==> config.mk <==
export PLATFORM = sky130hd
export DESIGN_NAME = gau_exp_unit
export DESIGN_NICKNAME = d
export VERILOG_FILES = /design/src/rtl/gau_pkg.sv /design/src/rtl/gau_exp_unit.sv
export SDC_FILE = /design/constraint.sdc
export NUM_CORES = 2
export LEC_CHECK = 0
export BUFFER_PORTS_ARGS = -buffer_cell sky130_fd_sc_hd__buf_4
export CAP_MARGIN = 20
export CORE_ASPECT_RATIO = 1.5
export CORE_MARGIN = 8
export CORE_UTILIZATION = 50
export CTS_CLUSTER_SIZE = 12
export DETAILED_ROUTE_END_ITERATION = 10
export PLACE_DENSITY_LB_ADDON = 0.15
export SYNTH_ARGS = -nofsm -noshare
export SYNTH_HDL_FRONTEND = slang
export SYNTH_SLANG_ARGS = --single-unit
==> constraint.sdc <==
create_clock -name clock -period 16.9 [get_ports clock]
set_clock_uncertainty 0.15 [all_clocks]
set_input_delay 1.69 -clock clock [delete_from_list [all_inputs] [get_ports clock]]
set_output_delay 1.69 -clock clock [all_outputs]
set_load 0.005 [all_outputs]
==> src/rtl/gau_pkg.sv <==
package gau_pkg;

   // pipeline depth from input transaction to result register
   localparam int NUM_STAGES = 10;
   // register stages inside the exp unit
   localparam int EXP_STAGES = 5;
   localparam int EXP_TABLE_BITS_DEF = 6;

   // command codes carried in req_tuser
   localparam logic CMD_APPLY = 1'b0;
   localparam logic CMD_DERIV = 1'b1;

   // configuration register indexes
   localparam logic [1:0] CSR_CENTRE   = 2'd0;
   localparam logic [1:0] CSR_INV_VAR  = 2'd1;
   localparam logic [1:0] CSR_PEAK     = 2'd2;

   localparam logic [15:0] CENTRE_RESET  = 16'd0;
   localparam logic [15:0] INV_VAR_RESET = 16'd256;
   localparam logic [15:0] PEAK_RESET    = 16'd4096;

   // log2(e) in Q1.28
   localparam logic [28:0] LOG2E_Q28 = 29'd387270501;
   // ln(2) in Q0.32
   localparam logic [63:0] LN2_Q32 = 64'd2977044472;
   // integer exponent at which exp goes to zero
   localparam logic [4:0] EXP_SHIFT_LIMIT = 5'd17;

   typedef struct packed {
      logic [NUM_STAGES-1:0] en;
      logic                  out_valid;
   } pipe_ctl_type;

   function automatic logic [63:0] div_small(input logic [63:0] v, input int k);
      logic [63:0] q;
      case (k)
         1: q = v;
         2: q = v / 2;
         3: q = v / 3;
         4: q = v / 4;
         5: q = v / 5;
         6: q = v / 6;
         7: q = v / 7;
         8: q = v / 8;
         9: q = v / 9;
         10: q = v / 10;
         11: q = v / 11;
         12: q = v / 12;
         13: q = v / 13;
         14: q = v / 14;
         default: q = v;
      endcase
      return q;
   endfunction

   // 2^(-i/2^tb) in Q1.16 via truncated taylor sum of exp(-i*ln2/2^tb)
   function automatic logic [16:0] pow2neg_entry(input int idx, input int tb);
      logic [63:0] y;
      logic [63:0] term;
      logic [63:0] prod;
      longint      acc;
      logic [63:0] rnd;
      y = (64'(idx) * LN2_Q32) >> tb;
      if (y > 64'hFFFF_FFFF) begin
         y = 64'hFFFF_FFFF;
      end
      term = 64'd1 << 32;
      acc = longint'(term);
      for (int k = 1; k <= 14; k++) begin
         prod = (term * y) >> 32;
         term = div_small(prod, k);
         if ((k & 1) != 0) begin
            acc = acc - longint'(term);
         end else begin
            acc = acc + longint'(term);
         end
      end
      if (acc < 0) begin
         acc = 0;
      end
      rnd = (64'(acc) + 64'd32768) >> 16;
      return rnd[16:0];
   endfunction

endpackage

==> src/rtl/gau_exp_unit.sv <==
module gau_exp_unit #(
   parameter int TABLE_BITS = gau_pkg::EXP_TABLE_BITS_DEF
) (
   input  logic                            clock,
   input  logic [gau_pkg::EXP_STAGES-1:0]  en,
   input  logic [47:0]                     arg_value,
   output logic [16:0]                     exp_value
);

   localparam int TABLE_SIZE = 1 << TABLE_BITS;
   localparam int IDX_HI     = 51;
   localparam int W_HI       = 51 - TABLE_BITS;

   // interpolation table of 2^(-i/N), one entry past the end
   logic [16:0] pow_tab [TABLE_SIZE+1];

   for (genvar gi = 0; gi <= TABLE_SIZE; gi++) begin : g_tab
      localparam logic [16:0] ENTRY = gau_pkg::pow2neg_entry(gi, TABLE_BITS);
      assign pow_tab[gi] = ENTRY;
   end

   // stage a: exponent partial products
   logic        big_ff;
   logic [42:0] ph_ff;
   logic [42:0] pl_ff;

   always_ff @(posedge clock) begin
      if (en[0]) begin
         big_ff <= |arg_value[47:36];
         ph_ff  <= 43'(arg_value[35:22]) * 43'(gau_pkg::LOG2E_Q28);
         pl_ff  <= 43'(arg_value[21:8]) * 43'(gau_pkg::LOG2E_Q28);
      end
   end

   // stage b: sum and split into shift, index and weight
   logic [56:0]           t_in;
   logic [4:0]            n_ff;
   logic                  zero_ff;
   logic [TABLE_BITS-1:0] idx_ff;
   logic [15:0]           w_ff;

   assign t_in = {ph_ff, 14'd0} + 57'(pl_ff);

   always_ff @(posedge clock) begin
      if (en[1]) begin
         n_ff    <= t_in[56:52];
         zero_ff <= big_ff || (t_in[56:52] >= gau_pkg::EXP_SHIFT_LIMIT);
         idx_ff  <= t_in[IDX_HI -: TABLE_BITS];
         w_ff    <= t_in[W_HI -: 16];
      end
   end

   // stage c: table lookup
   logic [TABLE_BITS:0] idx_nx;
   logic [16:0]         t0_ff;
   logic [16:0]         t1_ff;
   logic [15:0]         w_c_ff;
   logic [4:0]          n_c_ff;
   logic                zero_c_ff;

   assign idx_nx = {1'b0, idx_ff} + (TABLE_BITS+1)'(1);

   always_ff @(posedge clock) begin
      if (en[2]) begin
         t0_ff     <= pow_tab[{1'b0, idx_ff}];
         t1_ff     <= pow_tab[idx_nx];
         w_c_ff    <= w_ff;
         n_c_ff    <= n_ff;
         zero_c_ff <= zero_ff;
      end
   end

   // stage d: interpolation product
   logic [16:0] diff_in;
   logic [32:0] prod_ff;
   logic [16:0] t0_d_ff;
   logic        ge_ff;
   logic [4:0]  n_d_ff;
   logic        zero_d_ff;

   assign diff_in = t0_ff - t1_ff;

   always_ff @(posedge clock) begin
      if (en[3]) begin
         prod_ff   <= 33'(diff_in) * 33'(w_c_ff);
         t0_d_ff   <= t0_ff;
         ge_ff     <= t0_ff >= t1_ff;
         n_d_ff    <= n_c_ff;
         zero_d_ff <= zero_c_ff;
      end
   end

   // stage e: interpolate and apply integer shift
   logic [16:0] ef_in;
   logic [16:0] e_ff;

   assign ef_in = ge_ff ? (t0_d_ff - prod_ff[32:16]) : t0_d_ff;

   always_ff @(posedge clock) begin
      if (en[4]) begin
         e_ff <= zero_d_ff ? '0 : (ef_in >> n_d_ff);
      end
   end

   assign exp_value = e_ff;

endmodule

; ---- Word level (Yosys, flattened, before mapping)
; Memory sizes are Yosys's and may differ from the RTL's. A register that Yosys moved wholly into a read port is not among the register bits.
; Index checks and enable logic that the tools add are counted.
[word_totals]
romBits = 4352
memories = 2
ff_bits = 211
output_inout_bits = 17
inputBits = 54
word_cells = 33
[op_classes]
n_mul = 3
n_reduce_logical = 2
n_lt_le_gt_ge = 2
bitwise_logic = 2
n_mux = 1
n_shift = 1
addsub = 4
[memory_table]
columns = memory, words, width, rd, rd_ports_with_merged_regs, wr, line_no
row1 = (name not given), 128, 17, 1, 1, 0, gau_exp_unit.sv:66  ; t1_ff <= pow_tab[idx_nx];
row2 = (name not given), 128, 17, 1, 1, 0, gau_exp_unit.sv:65  ; t0_ff <= pow_tab[{1'b0, idx_ff}];
[op_table]
columns = op, n
row1 = $mul 14x29->43 const B, 2
row2 = $add 57x43->57, 1
row3 = $sub 17x17->17, 2
row4 = $mul 17x16->33, 1
row5 = $ge 17x17->1, 1
row6 = $mux 17, 1
row7 = $shr 17x5->17, 1
row8 = $reduce_or 12->1, 1
row9 = $not 6->8, 1
row10 = $not 7->8, 1
row11 = $add 6x1->7 const B, 1
row12 = $ge 5x5->1 const B, 1
row13 = $logic_or 1x1->1, 1

; ---- Logic depth before layout (Yosys ltp)
[logic_depth]
word_depth = 3
mapped_depth = 34
mapped_depth_nobuf = 33

; ---- Least setup slack after synthesis
; No wires, ideal clock.
[synth_path]
path_kind = reg-to-reg
from = register t0_ff[0]
to = register prod_ff[26], data pin
n_path_buf = 1
setup_time_ns = 0.265
arrival_time_ns = 7.539
path_stages_with_launch = 30
slack_ns = 8.946
required_time_ns = 16.485
cell_sequence = edfxtp_1 > inv_1 > ha_1 > fa_1 > nor2b_1 > o21a_1 > o211ai_1 > a21oi_1 > o21ai_1 > a21oi_1 > o311a_1 > buf_2 > nor4_1 > a311oi_1 > fa_1 > fa_1 > fa_1 > inv_1 > fa_1 > fa_1 > fa_1 > ha_1 > a21o_1 > a21o_1 > or3_1 > or2_2 > a41o_1 > a21oi_1 > o21ai_0 > xor2_1
[synth_via]
elab_chain_len = 2
[synth_lines]
columns = item, line_no
row1 = start: declaration, gau_exp_unit.sv:55  ; logic [16:0] t0_ff;
row2 = $sub 17x17->17, gau_exp_unit.sv:81  ; assign diff_in = t0_ff - t1_ff;
row3 = $mul 17x16->33, gau_exp_unit.sv:85  ; prod_ff <= 33'(diff_in) * 33'(w_c_ff);
row4 = end signal: assignment, gau_exp_unit.sv:85
row5 = end: declaration, gau_exp_unit.sv:75  ; logic [32:0] prod_ff;
; Every way passes these cells.
; A chain may end at the register's enable or synchronous reset.

; ---- Final worst setup path
[layout_path]
from = register t0_ff[0]
to = register prod_ff[32], data pin
; Same word-level chain as after synthesis.

==> run summary <==
Crit Reg-Reg Startpoint: t0_ff[0]
highest clock rate: 105 MHz
buffers added on ports: 62
capture instance of the worst register-to-register path: prod_ff[32]
wire length of the first global-routing pass: 141000 um
Crit Path Class: flop to flop
row cnt: 119
worst-margin pin slew: 1.02 ns
final critical-path share of the clock period: 56.4%
Final TNS setup: 0 ns
fraction of final layout cells sized beyond drive strength 1: 5.08%
maximum buffer depth of the clock tree: 3
post-CTS setup buffer count: 0
max-slew violation count: 0
remaining antenna violation count after routing: 0
Critical Path Source: t0_ff[0]
met3 routed wirelength: 3390 um
cell types with the largest area share after synthesis: fa_1 (26%), edfxtp_1 (18%), ha_1 (18%), inv_1 (7.4%), nand2_1 (2.9%)
count of vias placed by the detailed router: 26000
Layout Area Growth over Synthesis: 6.26%
Maximum Capacitance Violations: 0
post_cts resized: 0
Critical Path Source Type: flop
mean cell area of the mapped netlist: 9.51 um^2
relative max-transition margin: 31.5%
final hold viol count: 0
area share of the leading cell type in the synthesized netlist: 26.1%
primary flip-flop cell chosen by synthesis mapping: edfxtp_1
count of flip-flops with a built-in enable after synthesis: 215
synthesized area: 35000 um^2
path depth of the worst reg2reg path: 32
top layer in use: met4
synthesized net count: 4685
Final Critical Period: 9.54 ns
wire per inst: 19.0 um
deepest level of the CTS H-tree: 1
Tot GR Track Use: 22.2%
DRC violation total after the first TritonRoute iteration: 1368
critical path arrival: 9.64 ns
Critical Path Sink: prod_ff[32]
HP Class: flop to flop
half-perimeter wire length after placement: 68900 um
count of warnings emitted by yosys: 0
biggest area consumer among synthesized cells: fa_1
CTS root buf: clkbuf_16
setup repair after global routing missed its margin: false
area of the placeable core: 69800 um^2
grt ovf: 0
Post-Synthesis Cells: 3683
TritonCTS clock tree: built
setup violation total in the final timing report: 0
met2 WL: 47000 um
antenna violations before repair: 0
CP Max Fanout: 33
sequential-to-total area share from yosys stat: 18.4%
length of routed wiring on met1: 33200 um
most used cell along the critical path: fa_1
result of the run: finished, final reports clean
num ports: 71
routed wire length: 87200 um
cell with the biggest individual delay on the critical path: nor3_1
CTS Sinks: 215
number of global-route vias before repair: 27200
Req. time, crit path: 17.01 ns
placer congestion estimate: 0.898
Die H: 340 um
Post-layout nets: 4664
overall die width: 232 um
largest net degree at the start of global routing: 74
hold buffers post-CTS: 0
clock latency reported for the late side of the worst-skew pair: 0.55 ns
crit-path max cell delay: 0.57 ns
number of storage elements in the synthesis netlist: 215
average vias per placed instance: 5.68
Post-synth ARST share: 0%
CTS clock-pin slew for the worst setup and hold paths: 0.06 ns
1st-pass router iterations: 6
count of unique library cells instantiated by Yosys: 87
TritonCTS Buffers: 25
Antenna diodes: 0
area of the die: 78900 um^2
total DRC errors in the routed layout: 0
starting density of the core: 50.1%
CP Capture Type: flop
register-to-register setup slack: 7.36 ns
cell usage after synthesis (all sizes together), types with 6 or more instances:
cell type / n
nor2: 158
o311ai: 12
mux2i: 18
fa: 456
nor4: 30
xor2: 39
nand3b: 9
a21oi: 189
o31ai: 12
and4: 7
nand3: 79
buf: 17
or2: 12
nand2: 271
a311o: 7
clkbuf: 133
edfxtp: 215
or3: 12
a31oi: 23
a211oi: 37
o21bai: 11
inv: 689
o211ai: 40
ha: 492
nand2b: 27
a211o: 9
nor3: 45
and3: 36
a21o: 57
o32ai: 7
o21ai: 119
o221ai: 12
nor3b: 6
nand4: 21
and2: 94
a311oi: 27
o21a: 21
a221oi: 18
a21boi: 6
xnor2: 81
nor2b: 55
critical path: cells and delay by family (launching register included):
family | cells | cell delay, ns
buf+inv | 6 | 0.77
simple gates | 5 | 1.02
compound gates | 12 | 3.02
flops | 1 | 0.38
fa+ha+maj | 9 | 3.89
cells in the final DEF, fill, tap and decap left out, types with 28 or more instances in the layout:
cell and count:
fa_1 456, xnor2_1 76, ha_1 492, o21ai_0 109
nor3_1 45, and2_1 94, buf_4 102, a21o_1 57
nor2_1 156, nor4_1 28, nand3_1 79, and3_1 36
xor2_1 37, edfxtp_1 215, o211ai_1 40, inv_1 689
nor2b_1 55, nand2_1 271, a21oi_1 184, a211oi_1 35
kinds of logic (layout without fill, tap and decap cells):
family          after synthesis  count (layout)  synth area share, %
mux                          24              24                0.836
xor+xnor                    120             120                 3.00
flops                       215             215                 18.4
buf+inv                     842             838                 9.07
simple gates                870             870                 12.2
compound gates              664             664                 12.8
fa+ha+maj                   948             948                 43.7
routing by layer:
metal	vias to the layer above	track usage, %
met4	0	8.47
met3	211	1.63
li1	12300	-
met5	-	0
met1	12800	25.3
met2	645	42.4
registers in the layout, summed over array words and instances (netlist names):
name / flops
t0_d_ff: 17
prod_ff: 17
idx_ff: 6
w_c_ff: 16
n_c_ff: 5
zero_c_ff: 1
pl_ff: 29
t1_ff: 17
zero_ff: 1
big_ff: 1
n_ff: 5
exp_value: 17
ge_ff: 1
n_d_ff: 5
w_ff: 16
ph_ff: 43
zero_d_ff: 1
t0_ff: 17
final cells by class:
cell class              count  area (um^2)
fillers                  6420        32600
multi-input cells        2626        25500
flip-flops and latches    215         6460
inverters                 692         2600
well taps                 907         1130
repair buffers            102          766
clock buffers              32          652
clock inverters            12          145
worst min path at each step:
stage	start	slack, ns	depth (start not counted)	endpoint
2_1_floorplan	n_ff[0]	0.25	0	n_c_ff[0]
3_3_place_gp	w_ff[3]	0.25	0	w_c_ff[3]
3_5_place_dp	w_ff[0]	0.25	0	w_c_ff[0]
4_1_cts	w_ff[7]	0.26	0	w_c_ff[7]
5_1_grt	w_ff[5]	0.27	0	w_c_ff[5]
6_report	w_ff[7]	0.26	0	w_c_ff[7]
stage by stage:
step	util [%]	hold slack, ns	setup slack [ns]	std cells	cell area, um^2
after floorplan	-	0.250	8.95	3683	35000
after global placement	52.1	0.252	7.31	4542	36400
after detailed placement	52.1	0.255	7.21	4542	36400
after CTS	53.3	0.263	7.19	4586	37200
after global routing	53.3	0.268	6.81	4586	37200
final	53.3	0.263	7.36	4586	37200
Power is not shown: default switching activity piles up to over one toggle a cycle in this logic, so the estimate is an artifact.
