`config.mk`:
```
export PLATFORM = sky130hd
export DESIGN_NAME = gau_pipe_ctrl
export DESIGN_NICKNAME = d
export VERILOG_FILES = /design/src/rtl/gau_pkg.sv /design/src/rtl/gau_pipe_ctrl.sv
export SDC_FILE = /design/constraint.sdc
export NUM_CORES = 1
export LEC_CHECK = 0
export ABC_AREA = 1
export BUFFER_PORTS_ARGS = -buffer_cell sky130_fd_sc_hd__clkbuf_2
export CAP_MARGIN = 20
export CORE_AREA = 2 2 39 41
export DETAILED_ROUTE_END_ITERATION = 8
export DIE_AREA = 0 0 41 43
export PLACE_DENSITY = 0.6
export SETUP_SLACK_MARGIN = 0.1
export SLEW_MARGIN = 0
export SYNTH_ARGS = -nofsm -noshare
export SYNTH_HDL_FRONTEND = slang
export SYNTH_SLANG_ARGS = --single-unit
```
`constraint.sdc`:
```
create_clock -name clock -period 1.8 [get_ports clock]
set_input_delay 0.45 -clock clock [delete_from_list [all_inputs] [get_ports clock]]
set_output_delay 0.45 -clock clock [all_outputs]
set_load 0.005 [all_outputs]
```
`src/rtl/gau_pkg.sv`:
```
package gau_pkg;

   // pipeline depth from input transaction to result register
   localparam int NUM_STAGES = 10;
   // register stages inside the exp unit
   localparam int EXP_STAGES = 5;
   localparam int EXP_TABLE_BITS_DEF = 6;

   // command codes carried in req_tuser
   localparam logic CMD_APPLY = 1'b0;
   localparam logic CMD_DERIV = 1'b1;

   // configuration register indexes
   localparam logic [1:0] CSR_CENTRE   = 2'd0;
   localparam logic [1:0] CSR_INV_VAR  = 2'd1;
   localparam logic [1:0] CSR_PEAK     = 2'd2;

   localparam logic [15:0] CENTRE_RESET  = 16'd0;
   localparam logic [15:0] INV_VAR_RESET = 16'd256;
   localparam logic [15:0] PEAK_RESET    = 16'd4096;

   // log2(e) in Q1.28
   localparam logic [28:0] LOG2E_Q28 = 29'd387270501;
   // ln(2) in Q0.32
   localparam logic [63:0] LN2_Q32 = 64'd2977044472;
   // integer exponent at which exp goes to zero
   localparam logic [4:0] EXP_SHIFT_LIMIT = 5'd17;

   typedef struct packed {
      logic [NUM_STAGES-1:0] en;
      logic                  out_valid;
   } pipe_ctl_type;

   function automatic logic [63:0] div_small(input logic [63:0] v, input int k);
      logic [63:0] q;
      case (k)
         1: q = v;
         2: q = v / 2;
         3: q = v / 3;
         4: q = v / 4;
         5: q = v / 5;
         6: q = v / 6;
         7: q = v / 7;
         8: q = v / 8;
         9: q = v / 9;
         10: q = v / 10;
         11: q = v / 11;
         12: q = v / 12;
         13: q = v / 13;
         14: q = v / 14;
         default: q = v;
      endcase
      return q;
   endfunction

   // 2^(-i/2^tb) in Q1.16 via truncated taylor sum of exp(-i*ln2/2^tb)
   function automatic logic [16:0] pow2neg_entry(input int idx, input int tb);
      logic [63:0] y;
      logic [63:0] term;
      logic [63:0] prod;
      longint      acc;
      logic [63:0] rnd;
      y = (64'(idx) * LN2_Q32) >> tb;
      if (y > 64'hFFFF_FFFF) begin
         y = 64'hFFFF_FFFF;
      end
      term = 64'd1 << 32;
      acc = longint'(term);
      for (int k = 1; k <= 14; k++) begin
         prod = (term * y) >> 32;
         term = div_small(prod, k);
         if ((k & 1) != 0) begin
            acc = acc - longint'(term);
         end else begin
            acc = acc + longint'(term);
         end
      end
      if (acc < 0) begin
         acc = 0;
      end
      rnd = (64'(acc) + 64'd32768) >> 16;
      return rnd[16:0];
   endfunction

endpackage

```
`src/rtl/gau_pipe_ctrl.sv`:
```
module gau_pipe_ctrl (
   input  logic                 clock,
   input  logic                 reset,
   input  logic                 in_valid,
   input  logic                 out_ready,
   output gau_pkg::pipe_ctl_type ctl
);

   localparam int N = gau_pkg::NUM_STAGES;

   logic [N-1:0] valid_ff;
   logic [N-1:0] en;

   // a stage moves when it is empty or the stage after it moves
   always_comb begin
      en[N-1] = !valid_ff[N-1] || out_ready;
      for (int i = N - 2; i >= 0; i--) begin
         en[i] = !valid_ff[i] || en[i+1];
      end
   end

   always_ff @(posedge clock) begin
      if (reset) begin
         valid_ff <= '0;
      end else begin
         if (en[0]) begin
            valid_ff[0] <= in_valid;
         end
         for (int i = 1; i < N; i++) begin
            if (en[i]) begin
               valid_ff[i] <= valid_ff[i-1];
            end
         end
      end
   end

   assign ctl.en        = en;
   assign ctl.out_valid = valid_ff[N-1];

endmodule

```
* Word level (Yosys, flattened, before mapping)
Index checks and enable logic that the tools add are counted.
** Cells by class
- $add $sub $neg :: 0
- Order comparisons :: 0
- Divide/modulo/power cells :: 0
- Muxes and demuxes :: 0
- Multipliers :: 0
- Shift operators :: 0
- Bitwise gates (word level) :: 0
- Equality and inequality tests :: 0
- Reduce and logical (&&, ||, !) cells :: 20
** Operator list (number)
- logical NOT 1 bit :: 10
- logical OR 1 bit :: 10
** Storage, ports and cells
- Memories :: 0
- Bits in writable memories :: 0
- Bits of input ports :: 4
- ROM bits :: 0
- Bits in latches :: 0
- Flip-flop bits (word level) :: 10
- Output and inout bits :: 11

* Depth between registers and ports, before layout
Gate-level depths: netlist of run 1.
- Depth after elaboration :: 11
- Gate-level depth with buffers :: 7
- Mapped depth without buffers :: 7

* Least setup slack after synthesis of run 1
OpenSTA, ideal clock, no wires.
- Path type :: input-to-output
- Start point :: in out_ready
- End point :: out ctl[1] (netlist name)
- Data required time :: 1350 ps
- Data arrival time :: 1089 ps
- Stages :: 6
- Setup slack :: 261 ps
- Path through :: inv_1 > nand3_2 > nor2_4 > nand4_4 > nor2_4 > nand4_2
** RTL lines
- start, declared :: RTL line gau_pipe_ctrl.sv:5 : input logic out_ready,
- end, declared :: RTL line gau_pipe_ctrl.sv:6 : output gau_pkg::pipe_ctl_type ctl

==> results.json, run 1 <==
{
  "grt_pass1_vias": 337,
  "area_delta_synth_final_pct": 40.2,
  "ys_warn_count": 0,
  "crit_path_end_kind": "output port",
  "drv_slew": 0,
  "clk_path_buf_depth": 2,
  "drt_wl_total_um": 735,
  "grt_max_degree": 11,
  "rsz0062_at_grt": "true",
  "grt_pass1_wl_um": 1230,
  "n_fill_cell": 152,
  "required_ps": 1350,
  "p_leak_nw": 0.235,
  "reg2reg_to": "valid_ff[0]",
  "post-route-min-period_ps": 1730,
  "cts-htree-levels": 1,
  "vias": 350,
  "hold-path-endpoint": "valid_ff[0]",
  "drive_gt1_share_pct": 50.7,
  "cts_buffers": 3,
  "seq_area_frac_synth_pct": 49.1,
  "diodes": 0,
  "cts.sinks": 10,
  "routedWlPerCell_um": 8.86,
  "drt_first_pass_iters": 4,
  "hpwl_um": 540,
  "syn_inst": 46,
  "relSlewSlack_pct": 86.2,
  "timing.final.ws_setup_ps": 69.0,
  "start_util_pct": 29.5,
  "track_usage_pct": 11.0,
  "drt_iter0_drc": 2,
  "highest_layer": "met4",
  "nNetsFinal": 73,
  "grt_overflow_total": 0,
  "cts_tree": "built",
  "path_class": "flop to output port",
  "synth_area_um2": 408,
  "holdPathStages": 3,
  "ff2ff_path_depth": 7,
  "setup_viol": 0,
  "rows": 14,
  "min_period_over_period_pct": 96.2,
  "final_cell_mix": "clkbuf_2 (14), inv_1 (12), a21oi_1 (8), dfxtp_1 (8), buf_4 (6)",
  "die_y_um": 43,
  "syn-num-nets": 50,
  "hold_class": "input pin to flop",
  "avgSynthCellArea_um2": 8.87,
  "holdBufCountCts": 0,
  "max-cap-violations": 0,
  "dieWidth_um": 41,
  "synth_cell_types": 12,
  "reg_top3": "valid_ff x10",
  "clk_pin_slew_ps": 60,
  "ios": 15,
  "power_density_mw_per_mm2": 673,
  "drcViolationCount": 0,
  "regMostFlops": "valid_ff",
  "gp_congestion": 0.694,
  "grt_antenna_before_repair": 0,
  "skew_ps": 7.37,
  "fmax_mhz": 578,
  "mostFrequentLayoutCell": "clkbuf_2",
  "wl_met3_um": 61,
  "ys_ff_latch": 10,
  "root_buffer": "clkbuf_4",
  "cp.arrival_ps": 1280,
  "pre_cts_ws_ps": 37.8,
  "r2r_slack_ps": 590,
  "min_from": "in_valid",
  "rr_startpoint": "valid_ff[8]",
  "wl_met1_um": 292,
  "worst_pin_slew_ps": 208,
  "dieArea_mm2": 0.00176,
  "portBuffers": 14,
  "hold_violations": 0,
  "wl_met2_um": 361,
  "ir_drop_v": 0.000307,
  "clk_latency_ps": 260,
  "outcome": "finished clean",
  "via_per_inst": 4.22,
  "worstPathMaxFanout": 4,
  "core_mm2": 0.00138,
  "largest_reg_flops": 10,
  "holdWs_ps": 423,
  "drt.antenna.violating_nets": 0,
  "cp-start-kind": "flop",
  "fin_util_pct": 41.3
}
## worst max-delay path: stages (launching register included)
cell	delay, ps
dfxtp_2	350
nand3_4	90
nor2_4	110
nand4_4	100
nor2_4	150
nand4_2	100
clkbuf_2	130
## area by class of cell
type | instances | area [um2] | area share [%]
tap | 16 | 20.0 | 3.50
clock buffer | 3 | 22.5 | 3.94
timing repair buffer | 20 | 115 | 20.1
inverter | 13 | 48.8 | 8.53
multi-input combinational | 21 | 163 | 28.4
sequential | 10 | 203 | 35.4
## per-layer routing
metal,global-route usage [%],up-vias
met2,16.9,11
met4,10.0,0
met5,0,-
met1,9.74,155
li1,-,182
met3,5.24,2
## cells in the mapped netlist
cell / instances / area (um2)
nand3_2: 2 / 20.0
nor2_1: 3 / 11.3
nand2_1: 3 / 11.3
a21oi_2: 1 / 8.76
dfxtp_1: 10 / 200
nand4_4: 1 / 21.3
clkbuf_1: 1 / 3.75
a21oi_1: 8 / 40.0
nor2_4: 2 / 22.5
buf_4: 1 / 7.51
nand4_2: 1 / 12.5
inv_1: 13 / 48.8
## cell families after synthesis
| logic type | count (synthesis) | share of synthesized area, % |
|---|---|---|
| AND/OR/NAND/NOR | 12 | 24.2 |
| AO/OA/AOI/OAI | 9 | 12.0 |
| buffers and inverters | 15 | 14.7 |
| flip-flops | 10 | 49.1 |
## stage by stage
stage          cells  instance area (um2)  total power, mW  TNS, ps
6_report          83                  572            0.385        0
5_1_grt           83                  572            0.409    -28.4
4_1_cts           83                  567            0.397        0
3_5_place_dp      76                  502            0.245        0
3_3_place_gp      76                  502            0.244        0
2_1_floorplan     46                  408            0.240        0
## worst max-delay path by stage
stage / depth (start not counted) / to / startpoint
floorplan: 6 / ctl[1] / out_ready
CTS: 6 / ctl[1] / valid_ff[9]
global route: 6 / ctl[1] / valid_ff[8]
detailed placement: 8 / ctl[1] / out_ready
global placement: 8 / ctl[1] / out_ready
finish: 6 / ctl[1] / valid_ff[8]
## report_power, final
group          leakage [nW]  switching [mW]  internal [mW]  total, mW
sequential           0.0822         0.00305          0.225      0.228
combinational         0.139         0.00766        0.00468     0.0123
clock                0.0138          0.0675         0.0768      0.144
total                 0.235          0.0782          0.306      0.385
## repair_timing
item,4_1_cts,5_1_grt
gates resized for setup,5,1
hold endpoints to repair,0,0
pin swaps,3,3
buffers inserted,4,0
setup endpoints to repair,6,7
Note: power is estimated with default switching activity, not from simulation.
==> inputs of run 2 (changes only) <==
--- a/config.mk
+++ b/config.mk
@@ -12,6 +12,7 @@
 export DETAILED_ROUTE_END_ITERATION = 8
 export DIE_AREA = 0 0 41 43
 export PLACE_DENSITY = 0.6
+export REMOVE_ABC_BUFFERS = 1
 export SETUP_SLACK_MARGIN = 0.1
 export SLEW_MARGIN = 0
 export SYNTH_ARGS = -nofsm -noshare
==> constraint.sdc (replaced) <==
create_clock -name clock -period 1.8 [get_ports clock]
set_input_delay 0.18 -clock clock [delete_from_list [all_inputs] [get_ports clock]]
set_output_delay 0.18 -clock clock [all_outputs]
set_load 0.005 [all_outputs]
==> run 2 against run 1 <==
Sequential power barely moved. Sequential share of layout area increased by 3.9 points. Maximum frequency grew 12%. Via count fell by 7.1%. First-iteration DRC count down 100%. Register-to-register slack improved by 60 ps. Total power increased by 1.5%. Global-route usage fell by 0.90 points. Sequential cell count is the same. Critical endpoint unchanged.
==> results.json, run 2 (synthesis results as in run 1) <==
{
  "outcome": "finished clean",
  "holdWs_ps": 136,
  "cp-start-kind": "flop",
  "pre_cts_ws_ps": 521,
  "worstPathMaxFanout": 4,
  "nNetsFinal": 67,
  "fin_tns_setup_ps": 0,
  "clk_latency_ps": 270,
  "crit_path_end_kind": "output port",
  "cts_buffers": 3,
  "required_ps": 1620,
  "setup_viol": 0,
  "rsz0062_at_grt": "false",
  "holdBufCountCts": 0,
  "track_usage_pct": 10.1,
  "ir_drop_v": 0.000280,
  "routedWlPerCell_um": 8.78,
  "root_buffer": "clkbuf_4",
  "power_density_mw_per_mm2": 766,
  "portBuffers": 14,
  "cp.arrival_ps": 1370,
  "mostFrequentLayoutCell": "clkbuf_2",
  "grt_pass1_vias": 271,
  "n_fill_cell": 154,
  "drt_first_pass_iters": 1,
  "min_period_over_period_pct": 85.9,
  "multi_input_area_um2": 148,
  "grt_max_degree": 11,
  "worst_pin_slew_ps": 214,
  "p_leak_nw": 0.208,
  "reg_top3": "valid_ff x10",
  "via_per_inst": 4.22,
  "ios": 15,
  "hold_violations": 0,
  "start_util_pct": 29.5,
  "relSlewSlack_pct": 85.7,
  "drt_wl_total_um": 676,
  "rows": 14,
  "fmax_mhz": 647,
  "grt_antenna_before_repair": 0,
  "drt.antenna.violating_nets": 0,
  "regMostFlops": "valid_ff",
  "diodes": 0,
  "grt_overflow_total": 0,
  "grt_pass1_wl_um": 1070,
  "vias": 325,
  "drv_slew": 0,
  "largest_reg_flops": 10,
  "area_delta_synth_final_pct": 24.8,
  "dieArea_mm2": 0.00176,
  "area.sequential_um2": 200,
  "dieWidth_um": 41,
  "drive_gt1_share_pct": 39.3,
  "cts-htree-levels": 1,
  "post-route-min-period_ps": 1550,
  "skew_ps": 2.50,
  "die_y_um": 43,
  "timing.final.ws_setup_ps": 254,
  "cts.sinks": 10,
  "gp_congestion": 0.706,
  "drcViolationCount": 0,
  "post-cts-setup-buffers": 0,
  "cts_tree": "built",
  "drt_iter0_drc": 0,
  "clk_pin_slew_ps": 60,
  "hpwl_um": 529,
  "max-cap-violations": 0,
  "hold_class": "input pin to flop",
  "core_mm2": 0.00138,
  "final_cell_mix": "clkbuf_2 (14), inv_1 (13), dfxtp_1 (10)",
  "path_class": "flop to output port",
  "clk_path_buf_depth": 2,
  "cts_resized": 0
}
-- run 2: cell types whose count changed in the layout (fill, tap and decap cells not counted) --
cell,delta
buf_4,-6
dfxtp_1,+2
dfxtp_2,-2
inv_1,+1
inv_2,-1
nand3_2,+1
nand3_4,-1
nor2_1,+1
nor2_4,-1
-- run 2: cell type report --
cell class                 instances  area share (%)
multi-input combinational         21            29.0
clock buffer                       3            4.42
timing repair buffer              14            13.8
tap                               16            3.93
inverter                          13            9.58
sequential                        10            39.3
-- run 2: routing by layer --
layer	vias to the layer above	routed length, um	track usage, %
met2	12	302	14.1
met1	138	281	9.12
met3	5	45	3.14
li1	170	-	-
met4	0	47	14.0
met5	-	0	0
-- run 2: power by group --
| part | switching, mW | internal, mW |
|---|---|---|
| Clock | 0.0737 | 0.0772 |
| Sequential | 0.00301 | 0.225 |
| Combinational | 0.00692 | 0.00463 |
| Total | 0.0836 | 0.307 |
-- run 2: worst paths after layout --
check | endpoint | startpoint | slack, ps | cells past startpoint
max | ctl[1] | valid_ff[9] | 250 | 6
min | valid_ff[0] | in_valid | 140 | 3
max reg2reg | valid_ff[0] | valid_ff[9] | 650 | 6
min reg2reg | valid_ff[1] | valid_ff[0] | 460 | 2
-- run 2: stage by stage --
stage          area (um2)  utilization (%)  power (mW)  cells
3_3_place_gp          487             35.2       0.245     74
6_report              509             36.8       0.390     77
5_1_grt               509             36.8       0.407     77
2_1_floorplan         397                -       0.237     44
4_1_cts               509             36.8       0.400     77
3_5_place_dp          487             35.2       0.245     74
-- run 2: critical path, stage by stage, from the launching register on --
cell,delay [ps]
dfxtp_1,360
nand3_2,130
nor2_4,130
nand4_4,100
nor2_4,140
nand4_2,110
clkbuf_2,130
